==> config.mk <==
export PLATFORM = sky130hd
export DESIGN_NAME = tlsb_ram
export DESIGN_NICKNAME = d
export VERILOG_FILES = /design/src/hdl/tlsb_ram.sv
export SDC_FILE = /design/constraint.sdc
export NUM_CORES = 2
export LEC_CHECK = 0
export BUFFER_PORTS_ARGS = -buffer_cell sky130_fd_sc_hd__buf_2
export CELL_PAD_IN_SITES_DETAIL_PLACEMENT = 1
export CELL_PAD_IN_SITES_GLOBAL_PLACEMENT = 2
export CORE_MARGIN = 3
export CORE_UTILIZATION = 42
export CTS_CLUSTER_SIZE = 20
export DETAILED_ROUTE_END_ITERATION = 6
export GPL_TIMING_DRIVEN = 0
export PLACE_DENSITY_LB_ADDON = 0.1
export REMOVE_ABC_BUFFERS = 1
export SETUP_SLACK_MARGIN = 0.4
export SYNTH_ARGS = -nofsm -noshare
export SYNTH_HDL_FRONTEND = slang
export SYNTH_SLANG_ARGS = --single-unit
==> constraint.sdc <==
create_clock -name clk -period 10.8 [get_ports clk]
set_input_delay 1.08 -clock clk [delete_from_list [all_inputs] [get_ports clk]]
set_output_delay 1.08 -clock clk [all_outputs]
set_load 0.01 [all_outputs]
==> src/hdl/tlsb_ram.sv <==
// tlsb_ram: single-port-write, single-port-read synchronous memory with
// registered read data; depends on nothing
`default_nettype none

module tlsb_ram #(
  parameter int unsigned WIDTH  = 80,
  parameter int unsigned DEPTH  = 32,
  parameter int unsigned ADDR_W = $clog2(DEPTH)
) (
  input  wire logic              clk,
  input  wire logic              we,
  input  wire logic [ADDR_W-1:0] waddr,
  input  wire logic [WIDTH-1:0]  wdata,
  input  wire logic              re,
  input  wire logic [ADDR_W-1:0] raddr,
  output logic      [WIDTH-1:0]  rdata
);

  logic [WIDTH-1:0] mem [DEPTH];

  always_ff @(posedge clk) begin
    if (we) begin
      mem[waddr] <= wdata;
    end
  end

  always_ff @(posedge clk) begin
    if (re) begin
      rdata <= mem[raddr];
    end
  end

endmodule

`default_nettype wire

==> impl_metrics.py <==
metrics = {
    "global_routing": {
        "grt_pass1_vias": 51200,
        "antenna_found_initial": 33,
        "grt_max_degree": 93,
        "grt_pass1_wl_mm": 390,
        "grt_overflow_total": 0,
        "grtUsageTotal_pct": 22.7,
    },
    "route": {
        "dr_wl_met2_mm": 141,
        "drc": 0,
        "firstDrtPassIters": 6,
        "wl_per_cell_um": 32.8,
        "drtIter0Drc": 4658,
        "dr.max_layer_used": "met5",
        "via_per_inst": 5.77,
        "dr_wl_met3_mm": 13.6,
        "wirelength_met1_mm": 117,
        "vias": 48900,
        "ant_nets": 0,
        "finalWirelength_mm": 278,
    },
    "synth": {
        "synth_top_area_cell": "edfxtp_1",
        "synthesis.area_um2": 99700,
        "ys_async_sr_fraction_pct": 0,
        "seq_area_frac_synth_pct": 79.5,
        "syn_area_per_cell_um2": 21.3,
        "ys_top_cells_by_area": "edfxtp_1 (80%), mux4_2 (7.2%), mux2i_1 (6.4%)",
        "synth_edf_count": 2640,
        "yosysWarnings": 0,
        "synth_top_area_share_pct": 79.5,
        "synth_cell_types": 31,
        "synth.most_common_cell": "edfxtp_1",
        "synth_flop_cell": "edfxtp_1",
        "synth_commonest_cells": "edfxtp_1 (2,640), mux2i_1 (640), a22oi_1 (424), mux4_2 (320), nand3_1 (152)",
        "syn_inst": 4682,
        "synth-seq-cells": 2640,
    },
    "clock_tree": {
        "h-tree-depth": 5,
        "cts_made_buffers": 301,
        "clock-sinks": 2640,
        "clkTransAtPathRegs_ns": 0.06,
        "cts_setup_buffers": 0,
        "clockRootBuffer": "clkbuf_16",
        "clk_path_buf_depth": 4,
        "cts_tree": "done",
        "cts_resized": 0,
        "hold_buffers": 0,
        "clock_latency_ns": 0.91,
    },
    "setup_path": {
        "critPathMostFrequentCell": "buf_16",
        "cp_data_required_time_ns": 11.39,
        "worstSetupPathType": "input port to register",
        "worstSetupStartpoint": "raddr[0]",
        "cpPeakStageDelay_ns": 0.58,
        "crit_slowest_cell": "mux4_2",
        "worstSetupStartpointType": "input port",
        "crit_arrival_ns": 4.92,
        "cp_max_fo": 75,
        "timing.rr.start": "mem[15][49]",
        "crit_chain": "buf_8 > buf_16 > buf_16 > buf_16 > buf_16 > buf_16 > mux4_2 > a22o_1 > a31oi_1 > nand3_1",
        "cp-end-kind": "register",
    },
    "place": {
        "gp_congestion": 0.668,
        "port_buffers": 172,
        "hpwl_mm": 172,
        "place_area_um2": 108000,
    },
    "power": {
        "total_power_mw": 21.8,
        "power.leakage_nw": 38.1,
        "powerDensity_nw_per_um2": 186,
        "vdd_drop_max_v": 0.000133,
    },
    "final_layout": {
        "nNetsFinal": 5206,
        "area_growth_pct": 17.3,
        "fillCellCount": 20900,
        "design_area_um2": 117000,
        "seq_area_um2": 79300,
        "utilization_pct": 49.7,
        "multi_input_area_um2": 19500,
        "layout-drive-gt1-share_pct": 21.2,
    },
    "sta": {
        "tightest_slew_ns": 1.44,
        "setup_tns_ns": 0,
        "fin_hold_ws_ns": 0.647,
        "relSlewSlack_pct": 4.07,
        "finClkSkew_ns": 0.0364,
        "rsz0062_at_grt": "false",
        "setup_viol": 0,
        "hold_violations": 0,
        "clock.fmax_mhz": 231,
        "drv_slew": 0,
        "period_share_pct": 40.1,
        "finalCriticalPeriod_ns": 4.33,
    },
    "status": {
        "status": "finished clean",
    },
    "run": {
        "drv_cap": 0,
    },
    "floorplanning": {
        "rows": 178,
        "io-pin-count": 173,
        "fp.dieH_um": 493,
        "die_area_um2": 243000,
        "core-area_um2": 236000,
        "dieWidth_um": 493,
        "initial_core_util_pct": 42.3,
    },
    "worst_hold_path": {
        "hp-class": "input port to register",
        "min_from": "wdata[48]",
    },
}
-- worst max-delay path, delay by kind of cell --
kind,cells,cell delay [ns]
compound gates,2,0.44
buf+inv,6,2.10
mux,1,0.58
simple gates,1,0.28
-- state kept, by name (all words and copies together), names as in the netlist --
signal  flops
rdata      80
mem      2560
-- metal layers --
metal | vias up | track usage [%]
li1 | 20600 | -
met1 | 26500 | 30.6
met2 | 1363 | 38.8
met3 | 367 | 3.51
met4 | 8 | 5.58
met5 | - | 0
-- per-stage QoR --
step | instances | setup slack (ns)
floorplan | 4420 | 5.28
global placement | 7742 | -49.84
detailed placement | 7959 | 5.41
CTS | 8461 | 6.39
global route | 8467 | 6.16
finish | 8473 | 6.47
-- where the power goes --
part | internal, mW | total, mW | switching, mW | leakage, nW
registers | 11.4 | 11.5 | 0.0437 | 23.9
clock network | 5.36 | 9.25 | 3.89 | 4.26
logic | 0.375 | 1.04 | 0.661 | 10.0
total | 17.2 | 21.8 | 4.60 | 38.1
-- final cells by class --
cell class,instances,area share [%]
antenna,11,0.0235
tap,3150,3.37
timing repair buffer,390,4.78
inverter,1,0.00321
clock inverter,121,0.634
clock buffer,381,6.80
sequential,2640,67.8
multi-input combinational,1779,16.6
-- worst paths after layout --
check / slack (ns) / cells after the start / end
max: 6.47 / 10 / rdata[49]
min: 0.65 / 1 / mem[2][48]
max reg2reg: 8.91 / 4 / rdata[49]
min reg2reg: 0.68 / 4 / rdata[4]
-- kinds of logic after synthesis --
kind of cell | share of synthesized area [%]
AOI/OAI and AO/OA | 3.93
DFF | 79.5
muxes | 13.7
and+or+nand+nor | 1.53
buffers and inverters | 1.37
-- cell usage in the layout (no fill, tap or decap), drive strengths merged, types with 8 or more instances in the layout --
| cell | instances |
|---|---|
| a21oi | 8 |
| a22o | 44 |
| a22oi | 424 |
| a31oi | 44 |
| and2 | 9 |
| buf | 390 |
| bufinv | 8 |
| clkbuf | 381 |
| clkinv | 107 |
| diode | 11 |
| edfxtp | 2640 |
| mux2i | 640 |
| mux4 | 320 |
| nand2 | 11 |
| nand3 | 152 |
| nand4 | 46 |
| nor2 | 46 |
| nor2b | 15 |
(Power assumes the default switching activity.)
