==> src/hdl/tlsb_pkg.sv <==
// tlsb_pkg: shared types, codes, constants and helper functions for the
// turtle l-system segment builder; no dependencies
`default_nettype none

package tlsb_pkg;

  localparam int unsigned STACK_DEPTH_DEF = 32;
  localparam int unsigned MAX_SEG_DEF     = 4096;

  localparam int unsigned POS_W   = 32;
  localparam int unsigned ANG_W   = 16;
  localparam int unsigned STK_W   = 2 * POS_W + ANG_W;
  localparam int unsigned SEG_DW  = 4 * POS_W;
  localparam int unsigned MAG_W   = 34;
  localparam int unsigned DIV_NW  = 50;
  localparam int unsigned DIV_CW  = $clog2(DIV_NW);

  localparam logic [2:0]  SINE_LAT = 3'd4;
  localparam logic [15:0] QUARTER  = 16'd16384;

  localparam logic [1:0] REQ_CMD  = 2'd0;
  localparam logic [1:0] REQ_END  = 2'd1;
  localparam logic [1:0] REQ_READ = 2'd2;
  localparam logic [1:0] REQ_NONE = 2'd3;

  localparam logic [7:0] CH_PLUS  = 8'h2B;
  localparam logic [7:0] CH_MINUS = 8'h2D;
  localparam logic [7:0] CH_MOVE  = 8'h62;
  localparam logic [7:0] CH_PUSH  = 8'h5B;
  localparam logic [7:0] CH_POP   = 8'h5D;
  localparam logic [7:0] CH_LF    = 8'h0A;
  localparam logic [7:0] CH_CR    = 8'h0D;
  localparam logic [7:0] CH_SPACE = 8'h20;

  localparam logic [2:0] REG_TURN_STEP  = 3'd0;
  localparam logic [2:0] REG_START_HEAD = 3'd1;
  localparam logic [2:0] REG_GAMMA      = 3'd2;
  localparam logic [2:0] REG_DRAW_CHARS = 3'd3;
  localparam logic [2:0] REG_DRAW_COUNT = 3'd4;

  localparam int unsigned ERR_UNDERFLOW = 0;
  localparam int unsigned ERR_OVERFLOW  = 1;
  localparam int unsigned ERR_FULL      = 2;

  localparam logic [15:0] TURN_STEP_RST  = 16'd16384;
  localparam logic [15:0] START_HEAD_RST = 16'd16384;
  localparam logic [15:0] GAMMA_RST      = 16'd29491;
  localparam logic [63:0] DRAW_CHARS_RST = 64'd70;
  localparam logic [3:0]  DRAW_COUNT_RST = 4'd1;

  typedef enum logic [2:0] {
    ST_IDLE,
    ST_DISPATCH,
    ST_STEP,
    ST_POP_LOAD,
    ST_SEG_RD,
    ST_COORD,
    ST_DIV_WAIT,
    ST_RESULT
  } tlsb_state_t;

  typedef enum logic [2:0] {
    DV_IDLE,
    DV_MLO,
    DV_MHI,
    DV_RUN,
    DV_DONE
  } div_state_t;

  typedef struct packed {
    logic             start;
    logic             neg;
    logic [MAG_W-1:0] mag;
    logic [31:0]      den;
    logic [15:0]      gamma;
  } div_req_t;

  typedef struct packed {
    logic               done;
    logic signed [15:0] quo;
  } div_rsp_t;

  function automatic logic is_draw(input logic [63:0] chars, input logic [3:0] cnt,
                                   input logic [7:0] ch);
    logic       hit;
    logic [3:0] n;
    hit = 1'b0;
    n   = (cnt > 4'd8) ? 4'd8 : cnt;
    for (int i = 0; i < 8; i++) begin
      if ((4'(i) < n) && (chars[8*i +: 8] == ch)) hit = 1'b1;
    end
    return hit;
  endfunction

  function automatic logic signed [31:0] sat_step(input logic signed [31:0] p,
                                                  input logic signed [15:0] v);
    logic signed [32:0] sum;
    sum = {p[31], p} + {{16{v[15]}}, v, 1'b0};
    if (sum[32] != sum[31]) begin
      return sum[32] ? 32'sh8000_0000 : 32'sh7FFF_FFFF;
    end
    return sum[31:0];
  endfunction

endpackage

`default_nettype wire

==> src/hdl/tlsb_sine.sv <==
// tlsb_sine: four-stage pipelined q1.15 sine of a 16-bit binary angle,
// polynomial per quarter; depends on tlsb_pkg
`default_nettype none

module tlsb_sine (
  input  wire logic                           clk,
  input  wire logic [tlsb_pkg::ANG_W-1:0]     angle,
  output logic signed [15:0]                  sine
);

  logic [1:0]  q_1, q_2, q_3;
  logic [14:0] z0, z_1, z_2, z_3;
  logic [29:0] zz;
  logic [14:0] z2_0, z2_1, z2_2;
  logic [26:0] m1;
  logic [14:0] a_1, a_2;
  logic [29:0] m2;
  logic [15:0] t_2, t_3;
  logic [30:0] m3;
  logic [16:0] s_3;
  logic [14:0] mag_3;
  logic signed [15:0] res_3;

  always_comb begin
    z0   = angle[14] ? (15'd16384 - {1'b0, angle[13:0]}) : {1'b0, angle[13:0]};
    zz   = 30'(z0) * 30'(z0);
    z2_0 = zz[28:14];
  end

  always_ff @(posedge clk) begin
    z_1  <= z0;
    z2_1 <= z2_0;
    q_1  <= angle[15:14];
  end

  always_comb begin
    m1  = 27'(z2_1) * 27'd2320;
    a_1 = 15'd21024 - 15'(m1 >> 14);
  end

  always_ff @(posedge clk) begin
    a_2  <= a_1;
    z2_2 <= z2_1;
    z_2  <= z_1;
    q_2  <= q_1;
  end

  always_comb begin
    m2  = 30'(a_2) * 30'(z2_2);
    t_2 = 16'd51472 - 16'(m2 >> 14);
  end

  always_ff @(posedge clk) begin
    t_3 <= t_2;
    z_3 <= z_2;
    q_3 <= q_2;
  end

  always_comb begin
    m3    = 31'(t_3) * 31'(z_3);
    s_3   = m3[30:14];
    mag_3 = (s_3 > 17'd32767) ? 15'h7FFF : s_3[14:0];
    res_3 = q_3[1] ? -$signed({1'b0, mag_3}) : $signed({1'b0, mag_3});
  end

  always_ff @(posedge clk) begin
    sine <= res_3;
  end

endmodule

`default_nettype wire

==> config.mk <==
export PLATFORM = sky130hd
export DESIGN_NAME = tlsb_sine
export DESIGN_NICKNAME = d
export VERILOG_FILES = /design/src/hdl/tlsb_pkg.sv /design/src/hdl/tlsb_sine.sv
export SDC_FILE = /design/constraint.sdc
export NUM_CORES = 2
export LEC_CHECK = 0
export ABC_AREA = 0
export BUFFER_PORTS_ARGS = -buffer_cell sky130_fd_sc_hd__clkbuf_2
export CAP_MARGIN = 20
export CORE_MARGIN = 10
export CORE_UTILIZATION = 35
export DETAILED_ROUTE_END_ITERATION = 10
export PLACE_DENSITY = 0.56
export SETUP_SLACK_MARGIN = 0.5
export SLEW_MARGIN = 0
export SYNTH_ARGS = -nofsm -noshare
export SYNTH_HDL_FRONTEND = slang
export SYNTH_SLANG_ARGS = --single-unit
==> constraint.sdc <==
create_clock -name clk -period 12.2 [get_ports clk]
set_input_delay 1.83 -clock clk [delete_from_list [all_inputs] [get_ports clk]]
set_output_delay 1.83 -clock clk [all_outputs]
set_load 0.01 [all_outputs]
==> impl_metrics.ini <==
[grt]
grt_pass1_wl_um = 97900
grt_usage = 0.139
antenna_found_initial = 1
grt_max_degree = 26
grt_pass1_vias = 19000
grt_overflow = 0

[floorplan]
dieArea_um2 = 85700
std_cell_rows = 99
core_area_um2 = 73300
die_y_um = 293
ioPinCount = 33
start_util = 0.355
die_x_um = 293

[critical_path]
critPathLaunchType = input pin
crit_slowest_cell = xor2_1
cpMostUsedCell = inv_1
max_stage_delay_ns = 0.81
crit_path_end_kind = flop
worstPathArrival_ns = 9.96
required_ns = 12.54
path_max_fanout = 11
reg2reg_depth = 25
path_class = in2reg

[synthesis]
synthMostInstantiatedCell = inv_1
avgSynthCellArea_um2 = 9.08
synthTopCellsByArea = fa_1 38%, ha_1 15%, dfxtp_1 9.6%, inv_1 8.8%, and2_1 6.0%
async_reset_ff_frac = 0
ys_types = 100
synth_top_area_frac = 0.377
ys_warn_count = 0
synth_flop_cell = dfxtp_1
synthTopCellsByCount = 613 x inv_1, 490 x fa_1, 345 x nand2_1
yosys.area.top_type = fa_1
ys_ff_latch = 125
synth_seq_area_share = 0.0962
synth_edf_count = 0
postSynthCellCount = 2866
netlist_area_um2 = 26000

[timing]
setup_viol = 0
fin_crit_sh = 0.789
fin_setup_tns_ns = 0
drv_slew = 0
rsz0062_at_grt = false
max_freq_mhz = 104
hold_violations = 0
finClkSkew_ns = 0.0129
worst_pin_slew_ns = 0.983
slew_headroom = 0.342
fin_crit_ns = 9.62

[min_path]
hold_path_depth = 0
hp-class = reg2reg

[run_status]
status = complete, no violations

[clock_network]
holdBufCountCts = 0
cts_tree = yes
insertion_delay_ns = 0.46
clock_sinks = 125
cts_setup_buffers = 0
postCtsResizedCells = 0
clock_path_buffers = 2
clkSlewWorstSetupHoldPaths_ns = 0.06
htreeDepth = 4
cts_root_buf = clkbuf_16
numCtsBuffers = 17

[routing]
viasPerCell = 4.78
routedWlPerCell_um = 15.1
finalWirelength_um = 57500
dr.pass1.iters = 5
first_iter_violations = 897
vias = 18300
remaining_drc_errors = 0
ant_nets = 0

[cells_and_area]
drive_above_1_share = 0.0406
fin_nets = 3669
area_growth_pct = 6.57
antennaDiodeCount = 0

[placed_design]
dp_hpwl_um = 47000
place_congestion = 0.842
portBuffers = 32

[run]
drv_cap = 0
metrics by stage:
step	setup slack (ns)	cells	hold WS, ns	instance area, um2	util
finish	2.58	3816	0.316	27700	0.378
global route	2.09	3816	0.323	27700	0.378
CTS	2.67	3816	0.320	27700	0.378
detailed placement	2.23	3784	0.312	27100	0.370
global placement	2.40	3784	0.310	27100	0.370
floorplan	3.13	2874	0.310	26100	-
state kept, by name, indices dropped and copies added (netlist names):
signal / flops
a_2: 15
q_1: 1
q_2: 1
q_3: 1
sine: 16
t_3: 16
z2_1: 15
z2_2: 15
z_1: 15
z_2: 15
z_3: 15
cells by family after synthesis:
kind of cell,count (synthesis),synth area share
simple gates,837,0.159
fa+ha+maj,808,0.530
buf+inv,709,0.103
compound gates,291,0.0789
flops,125,0.0962
xor+xnor,86,0.0289
mux,8,0.00337
other cells,2,0.000289
area by class of cell:
class,instances,area [um2]
Multi-Input combinational cell,2040,20900
Clock inverter,13,191
Tap cell,959,1200
Sequential cell,125,2500
Timing Repair Buffer,40,220
Fill cell,7519,45600
Clock buffer,19,433
Inverter,620,2330
routing by layer:
| metal | GRT usage | up-vias | part of all wire |
|---|---|---|---|
| met2 | 0.229 | 296 | 0.47 |
| met5 | 0 | - | 0.00023 |
| li1 | - | 8786 | - |
| met3 | 0.0222 | 55 | 0.039 |
| met4 | 0.0336 | 2 | 0.015 |
| met1 | 0.188 | 9118 | 0.48 |
critical path, delay by kind of cell:
| kind | cells | cell delay [ns] |
|---|---|---|
| AND/OR/NAND/NOR | 3 | 0.50 |
| buffers and inverters | 8 | 1.06 |
| AO/OA/AOI/OAI | 9 | 2.10 |
| adder cells (fa/ha/maj) | 8 | 3.50 |
| XOR/XNOR | 2 | 0.95 |
final timing paths:
check	start	to	slack, ns
setup / recovery	angle[0]	z2_1[14]$_DFF_P_	2.58
hold / removal	z_2[9]$_DFF_P_	z_3[9]$_DFF_P_	0.32
setup reg to reg	t_3[10]$_DFF_P_	sine[12]$_DFF_P_	4.13
hold reg to reg	z_2[9]$_DFF_P_	z_3[9]$_DFF_P_	0.32
placed cells by master, fill, tap and decap left out, drive strengths merged, types with 21 or more instances in the layout:
cell | netlist | routed
fa | 490 | 490
xnor2 | 55 | 55
dfxtp | 125 | 125
o21ai | 46 | 46
ha | 318 | 318
nand3 | 22 | 22
inv | 613 | 614
and2 | 249 | 249
xor2 | 31 | 31
a211oi | 23 | 23
a21oi | 71 | 71
nand2 | 345 | 345
a21o | 32 | 32
clkbuf | 80 | 51
nor2 | 121 | 121
nor3 | 21 | 21
Power is not shown: default switching activity piles up to over one toggle a cycle in this logic, so the estimate is an artifact.
