[config.mk]
export PLATFORM = sky130hd
export DESIGN_NAME = tlsb_div
export DESIGN_NICKNAME = d
export VERILOG_FILES = /design/src/hdl/tlsb_pkg.sv /design/src/hdl/tlsb_div.sv
export SDC_FILE = /design/constraint.sdc
export NUM_CORES = 2
export LEC_CHECK = 0
export ABC_AREA = 1
export BUFFER_PORTS_ARGS = -buffer_cell sky130_fd_sc_hd__clkbuf_2
export CORE_UTILIZATION = 65
export DETAILED_ROUTE_END_ITERATION = 12
export GPL_TIMING_DRIVEN = 0
export PLACE_DENSITY = 0.83
export SETUP_SLACK_MARGIN = 0.4
export SLEW_MARGIN = 10
export SYNTH_ARGS = -nofsm -noshare
export SYNTH_HDL_FRONTEND = slang
export SYNTH_SLANG_ARGS = --single-unit
[constraint.sdc]
create_clock -name clk -period 20.6 [get_ports clk]
set_input_delay 3.09 -clock clk [delete_from_list [all_inputs] [get_ports clk]]
set_output_delay 3.09 -clock clk [all_outputs]
set_load 0.02 [all_outputs]
[src/hdl/tlsb_pkg.sv]
// tlsb_pkg: shared types, codes, constants and helper functions for the
// turtle l-system segment builder; no dependencies
`default_nettype none

package tlsb_pkg;

  localparam int unsigned STACK_DEPTH_DEF = 32;
  localparam int unsigned MAX_SEG_DEF     = 4096;

  localparam int unsigned POS_W   = 32;
  localparam int unsigned ANG_W   = 16;
  localparam int unsigned STK_W   = 2 * POS_W + ANG_W;
  localparam int unsigned SEG_DW  = 4 * POS_W;
  localparam int unsigned MAG_W   = 34;
  localparam int unsigned DIV_NW  = 50;
  localparam int unsigned DIV_CW  = $clog2(DIV_NW);

  localparam logic [2:0]  SINE_LAT = 3'd4;
  localparam logic [15:0] QUARTER  = 16'd16384;

  localparam logic [1:0] REQ_CMD  = 2'd0;
  localparam logic [1:0] REQ_END  = 2'd1;
  localparam logic [1:0] REQ_READ = 2'd2;
  localparam logic [1:0] REQ_NONE = 2'd3;

  localparam logic [7:0] CH_PLUS  = 8'h2B;
  localparam logic [7:0] CH_MINUS = 8'h2D;
  localparam logic [7:0] CH_MOVE  = 8'h62;
  localparam logic [7:0] CH_PUSH  = 8'h5B;
  localparam logic [7:0] CH_POP   = 8'h5D;
  localparam logic [7:0] CH_LF    = 8'h0A;
  localparam logic [7:0] CH_CR    = 8'h0D;
  localparam logic [7:0] CH_SPACE = 8'h20;

  localparam logic [2:0] REG_TURN_STEP  = 3'd0;
  localparam logic [2:0] REG_START_HEAD = 3'd1;
  localparam logic [2:0] REG_GAMMA      = 3'd2;
  localparam logic [2:0] REG_DRAW_CHARS = 3'd3;
  localparam logic [2:0] REG_DRAW_COUNT = 3'd4;

  localparam int unsigned ERR_UNDERFLOW = 0;
  localparam int unsigned ERR_OVERFLOW  = 1;
  localparam int unsigned ERR_FULL      = 2;

  localparam logic [15:0] TURN_STEP_RST  = 16'd16384;
  localparam logic [15:0] START_HEAD_RST = 16'd16384;
  localparam logic [15:0] GAMMA_RST      = 16'd29491;
  localparam logic [63:0] DRAW_CHARS_RST = 64'd70;
  localparam logic [3:0]  DRAW_COUNT_RST = 4'd1;

  typedef enum logic [2:0] {
    ST_IDLE,
    ST_DISPATCH,
    ST_STEP,
    ST_POP_LOAD,
    ST_SEG_RD,
    ST_COORD,
    ST_DIV_WAIT,
    ST_RESULT
  } tlsb_state_t;

  typedef enum logic [2:0] {
    DV_IDLE,
    DV_MLO,
    DV_MHI,
    DV_RUN,
    DV_DONE
  } div_state_t;

  typedef struct packed {
    logic             start;
    logic             neg;
    logic [MAG_W-1:0] mag;
    logic [31:0]      den;
    logic [15:0]      gamma;
  } div_req_t;

  typedef struct packed {
    logic               done;
    logic signed [15:0] quo;
  } div_rsp_t;

  function automatic logic is_draw(input logic [63:0] chars, input logic [3:0] cnt,
                                   input logic [7:0] ch);
    logic       hit;
    logic [3:0] n;
    hit = 1'b0;
    n   = (cnt > 4'd8) ? 4'd8 : cnt;
    for (int i = 0; i < 8; i++) begin
      if ((4'(i) < n) && (chars[8*i +: 8] == ch)) hit = 1'b1;
    end
    return hit;
  endfunction

  function automatic logic signed [31:0] sat_step(input logic signed [31:0] p,
                                                  input logic signed [15:0] v);
    logic signed [32:0] sum;
    sum = {p[31], p} + {{16{v[15]}}, v, 1'b0};
    if (sum[32] != sum[31]) begin
      return sum[32] ? 32'sh8000_0000 : 32'sh7FFF_FFFF;
    end
    return sum[31:0];
  endfunction

endpackage

`default_nettype wire

[src/hdl/tlsb_div.sv]
// tlsb_div: scales a magnitude by gamma in two partial products, then divides
// one quotient bit per cycle and saturates to q1.15; depends on tlsb_pkg
`default_nettype none

module tlsb_div (
  input  wire logic               clk,
  input  wire logic               rst,
  input  wire tlsb_pkg::div_req_t req,
  output tlsb_pkg::div_rsp_t      rsp
);

  tlsb_pkg::div_state_t state, state_next;

  logic                              neg;
  logic [tlsb_pkg::MAG_W-1:0]        mag;
  logic [31:0]                       den;
  logic [15:0]                       gamma;
  logic [tlsb_pkg::DIV_NW-1:0]       acc;
  logic [31:0]                       rem;
  logic [tlsb_pkg::DIV_CW-1:0]       cnt;
  logic [32:0]                       prod;
  logic [32:0]                       trial;
  logic                              fits;
  logic signed [15:0]                quo;

  always_comb begin
    state_next = state;
    unique case (state)
      tlsb_pkg::DV_IDLE: if (req.start) state_next = tlsb_pkg::DV_MLO;
      tlsb_pkg::DV_MLO:  state_next = tlsb_pkg::DV_MHI;
      tlsb_pkg::DV_MHI:  state_next = tlsb_pkg::DV_RUN;
      tlsb_pkg::DV_RUN: begin
        if (cnt == tlsb_pkg::DIV_CW'(tlsb_pkg::DIV_NW - 1)) state_next = tlsb_pkg::DV_DONE;
      end
      tlsb_pkg::DV_DONE: state_next = tlsb_pkg::DV_IDLE;
      default:           state_next = tlsb_pkg::DV_IDLE;
    endcase
  end

  always_comb begin
    rsp.done = (state == tlsb_pkg::DV_DONE);
    rsp.quo  = quo;
  end

  always_comb begin
    prod  = (state == tlsb_pkg::DV_MLO) ? 33'(gamma) * 33'(mag[16:0])
                                        : 33'(gamma) * 33'(mag[33:17]);
    trial = {rem, acc[tlsb_pkg::DIV_NW-1]};
    fits  = (trial >= {1'b0, den});
    if (neg) begin
      quo = (acc > tlsb_pkg::DIV_NW'(32768)) ? 16'sh8000 : -$signed(acc[15:0]);
    end else begin
      quo = (acc > tlsb_pkg::DIV_NW'(32767)) ? 16'sh7FFF : $signed(acc[15:0]);
    end
  end

  always_ff @(posedge clk) begin
    if (rst) begin
      state <= tlsb_pkg::DV_IDLE;
    end else begin
      state <= state_next;
    end
  end

  always_ff @(posedge clk) begin
    unique case (state)
      tlsb_pkg::DV_IDLE: begin
        if (req.start) begin
          neg   <= req.neg;
          mag   <= req.mag;
          den   <= req.den;
          gamma <= req.gamma;
        end
      end
      tlsb_pkg::DV_MLO: begin
        acc <= tlsb_pkg::DIV_NW'(prod);
      end
      tlsb_pkg::DV_MHI: begin
        acc <= acc + {prod, 17'd0};
        rem <= '0;
        cnt <= '0;
      end
      tlsb_pkg::DV_RUN: begin
        rem <= fits ? 32'(trial - {1'b0, den}) : trial[31:0];
        acc <= {acc[tlsb_pkg::DIV_NW-2:0], fits};
        cnt <= cnt + 1'b1;
      end
      default: begin
      end
    endcase
  end

endmodule

`default_nettype wire

==> reports/results.md <==
• finished, final reports clean — result of the run
• 9.61 ns — Worst EP arrival
• yes — TritonCTS clock tree
• 0.53 ns — Clock Latency Late Sink
• reg2reg — classification of the worst-slack hold path
• 174 — number of synthesized register bits
• 18.4 um — wire per inst
• 4 — # H-tree levels
• 17 — number of CTS-inserted buffers
• 174 — count of clock tree sinks
• 0.595 — met2 GRT Util
• 46500 sq um — area of the core
• 219 um — die height
• 2835 — initial DRC count
• 2 — cell count of the worst hold path
• 0 — Post-synth ARST share
• 0 — max-slew violation count
• 0 — GRT Residual Overflow
• sky130_fd_sc_hd__edfxtp_1 — flip-flop cell with the highest count after synthesis
• 3863 — number of filler cells placed in the layout
• 2 — largest buffer count on any clock path
• 47800 sq um — Total Die Area
• 0.279 — relative slew slack
• sky130_fd_sc_hd__clkbuf_16 — CTS Root Buffer Type
• 1.08 ns — slew at the pin closest to its max-slew limit
• 11.27 ns — flop-to-flop setup slack
• 0 — Post-CTS Setup Bufs
• 0 — count of synthesis-stage warnings from yosys
• 0 — antenna violations before repair
• 4972 — fin nets
• 0 — max cap viols
• 0.09 ns — clock-pin transition on the worst setup and hold timing paths
• 107 MHz — Fmax
• no — unrepaired setup endpoints after global routing
• 10 — crit path max fanout
• 4811 — non-filler cells, final
• gamma[8] — launch point of the worst path
• 0.394 — total track usage
• 0.0397 — fraction of final layout cells sized beyond drive strength 1
• 0.512 — met1 Use GR
• 26600 — vias after detailed routing
• 72000 um — half-perimeter wire length after placement
• 219 um — horizontal extent of the die
• acc[49] — reg2reg end
• sky130_fd_sc_hd__clkbuf_1 — Critical-path top delay cell
• 0 — Hold Fails Final Rpt
• sky130_fd_sc_hd__inv_1 — most used cell along the critical path
• 5.53 — via density per instance
• 0.453 — final critical-path share of the clock period
• 142000 um — first-pass GRT wire length
• 9.33 ns — shortest period the worst path allows
• 0.656 — starting density of the core
• 88600 um — Total Wirelength
• 102 — count of buffers inserted at the top-level ports
• 0.0176 ns — setup skew after layout
• 0 — number of diodes added for antenna fixing
• flip-flop — Worst setup EP type
• 4065 — gate count after technology mapping
• 33 — maximum number of pins on one net before global-route repair
• 6.69% — area added between synthesis and finish
• 0 — antenna-violating nets left
• 4846 — total nets after synthesis
• 0 — DRC viols
• 34 — Register-to-Register Path Depth
• 20800 sq um — area used by multi-input combinational logic
• 0.170 — sequential share of the synthesized area
• met2 — Most Crowded Layer GR
• reg2reg — critical path class
• 4779 — total placed cells including tap cells
• 30500 sq um — Post-Syn Area
• 1.04 — global placement routability congestion
• 0 — post-cts resize count
• 79 — floorplan row count
• 0 — hold buffer count at cts
• flip-flop — startpoint type of the worst setup path
• 5190 sq um — area taken by flip-flops and latches
• 6 — DR pass1 iterations
• 52 — unique cell type count in the Yosys netlist
• 0.101 — met3 track demand over resource in global routing
• 103 — Boundary Pins
• 26500 — via count of the first global-routing pass
• 0 — final number of setup-violating endpoints
• 7.50 sq um — per-instance average area after synthesis
• gamma[8] — worst reg2reg startpoint
• 0.81 ns — Max stage delay on crit path
• 171 — EDFF count, synth
• 0 ns — aggregate negative setup slack
• acc[49] — critical path capture point
• 20.88 ns — CP required
-- metal layers --
| layer | up-vias | wire, um |
|---|---|---|
| li1 | 12500 | - |
| met4 | 0 | 5860 |
| met2 | 1352 | 38400 |
| met5 | - | 0 |
| met1 | 12500 | 35000 |
| met3 | 298 | 9320 |
-- worst min path at each step --
stage	from	endpoint	slack (ns)
floorplan	state[2]	state[2]	0.50
global placement	state[2]	state[2]	0.52
detailed placement	acc[35]	acc[36]	0.58
CTS	state[2]	state[2]	0.59
global route	state[2]	state[2]	0.61
finish	acc[38]	acc[39]	0.60
-- cell families (layout without fill, tap and decap cells) --
family,count (synthesis),after routing,synth area share
AND/OR/NAND/NOR,1505,1505,0.196
buffers and inverters,1201,1340,0.150
adder cells (fa/ha/maj),695,695,0.388
AO/OA/AOI/OAI,442,442,0.0822
flip-flops,174,174,0.170
XOR/XNOR,47,47,0.0135
multiplexers,1,1,0.000328
-- area by class of cell --
type / count / share of cell area
multi-input cells: 2690 / 0.638
flip-flops and latches: 174 / 0.160
inverters: 1038 / 0.120
well taps: 607 / 0.0233
plain buffers: 163 / 0.0205
repair buffers: 107 / 0.0190
clock buffers: 17 / 0.0131
clock inverters: 15 / 0.00654
-- flip-flops by register name, indices dropped and copies added (netlist names) --
| name | count |
|---|---|
| acc | 50 |
| cnt | 6 |
| den | 32 |
| gamma | 16 |
| mag | 34 |
| neg | 1 |
| rem | 32 |
| state | 3 |
-- per-stage QoR --
step           hold slack, ns  instance area [sq um]  setup slack (ns)  utilization
3_5_place_dp            0.578                  31900             11.60        0.687
4_1_cts                 0.593                  32500             11.54        0.700
3_3_place_gp            0.519                  31800             11.43        0.684
2_1_floorplan           0.501                  30500             13.51            -
5_1_grt                 0.610                  32500             10.89        0.700
6_report                0.598                  32500             11.27        0.700
-- cell usage after synthesis (7+ instances only) --
master	count	area, sq um
sky130_fd_sc_hd__nand2_1	1055	3960
sky130_fd_sc_hd__ha_1	277	3470
sky130_fd_sc_hd__o21a_1	9	67.6
sky130_fd_sc_hd__xor2_1	31	272
sky130_fd_sc_hd__a21oi_1	169	846
sky130_fd_sc_hd__o21ai_1	12	60.1
sky130_fd_sc_hd__o21ai_0	149	746
sky130_fd_sc_hd__a31oi_1	7	43.8
sky130_fd_sc_hd__nand4_1	23	144
sky130_fd_sc_hd__a21boi_0	7	52.6
sky130_fd_sc_hd__edfxtp_1	171	5130
sky130_fd_sc_hd__inv_1	1034	3880
sky130_fd_sc_hd__clkbuf_1	152	571
sky130_fd_sc_hd__o22ai_1	8	50.1
sky130_fd_sc_hd__nand3_1	112	561
sky130_fd_sc_hd__xnor2_1	16	140
sky130_fd_sc_hd__nor2_1	252	946
sky130_fd_sc_hd__nor4_1	9	56.3
sky130_fd_sc_hd__nor3_1	28	140
sky130_fd_sc_hd__o21bai_1	31	233
sky130_fd_sc_hd__a21o_1	12	90.1
sky130_fd_sc_hd__fa_1	418	8370
sky130_fd_sc_hd__and2_1	8	50.1
sky130_fd_sc_hd__o211ai_1	10	75.1
sky130_fd_sc_hd__or2_2	8	50.1
-- placed cells by master, fill, tap and decap left out, drive strengths merged, types with 7 or more instances in the layout --
| master | Yosys | final |
|---|---|---|
| a21boi | 8 | 8 |
| a21o | 12 | 12 |
| a21oi | 170 | 170 |
| a31oi | 7 | 7 |
| and2 | 8 | 8 |
| buf | 11 | 16 |
| clkbuf | 152 | 271 |
| clkinv | 2 | 9 |
| edfxtp | 171 | 171 |
| fa | 418 | 418 |
| ha | 277 | 277 |
| inv | 1036 | 1043 |
| nand2 | 1058 | 1058 |
| nand3 | 112 | 112 |
| nand4 | 23 | 23 |
| nor2 | 252 | 252 |
| nor3 | 28 | 28 |
| nor4 | 9 | 9 |
| o211ai | 10 | 10 |
| o21a | 9 | 9 |
| o21ai | 163 | 163 |
| o21bai | 31 | 31 |
| o22ai | 8 | 8 |
| or2 | 8 | 8 |
| xnor2 | 16 | 16 |
| xor2 | 31 | 31 |
-- critical path: cells and delay by family, from the launching register on --
family / cells / cell delay, ns
AO/OA/AOI/OAI: 7 / 1.68
adder cells (fa/ha/maj): 8 / 3.95
flip-flops: 1 / 0.34
buffers and inverters: 9 / 1.84
AND/OR/NAND/NOR: 10 / 1.28
Power is not shown: default switching activity piles up to over one toggle a cycle in this logic, so the estimate is an artifact.
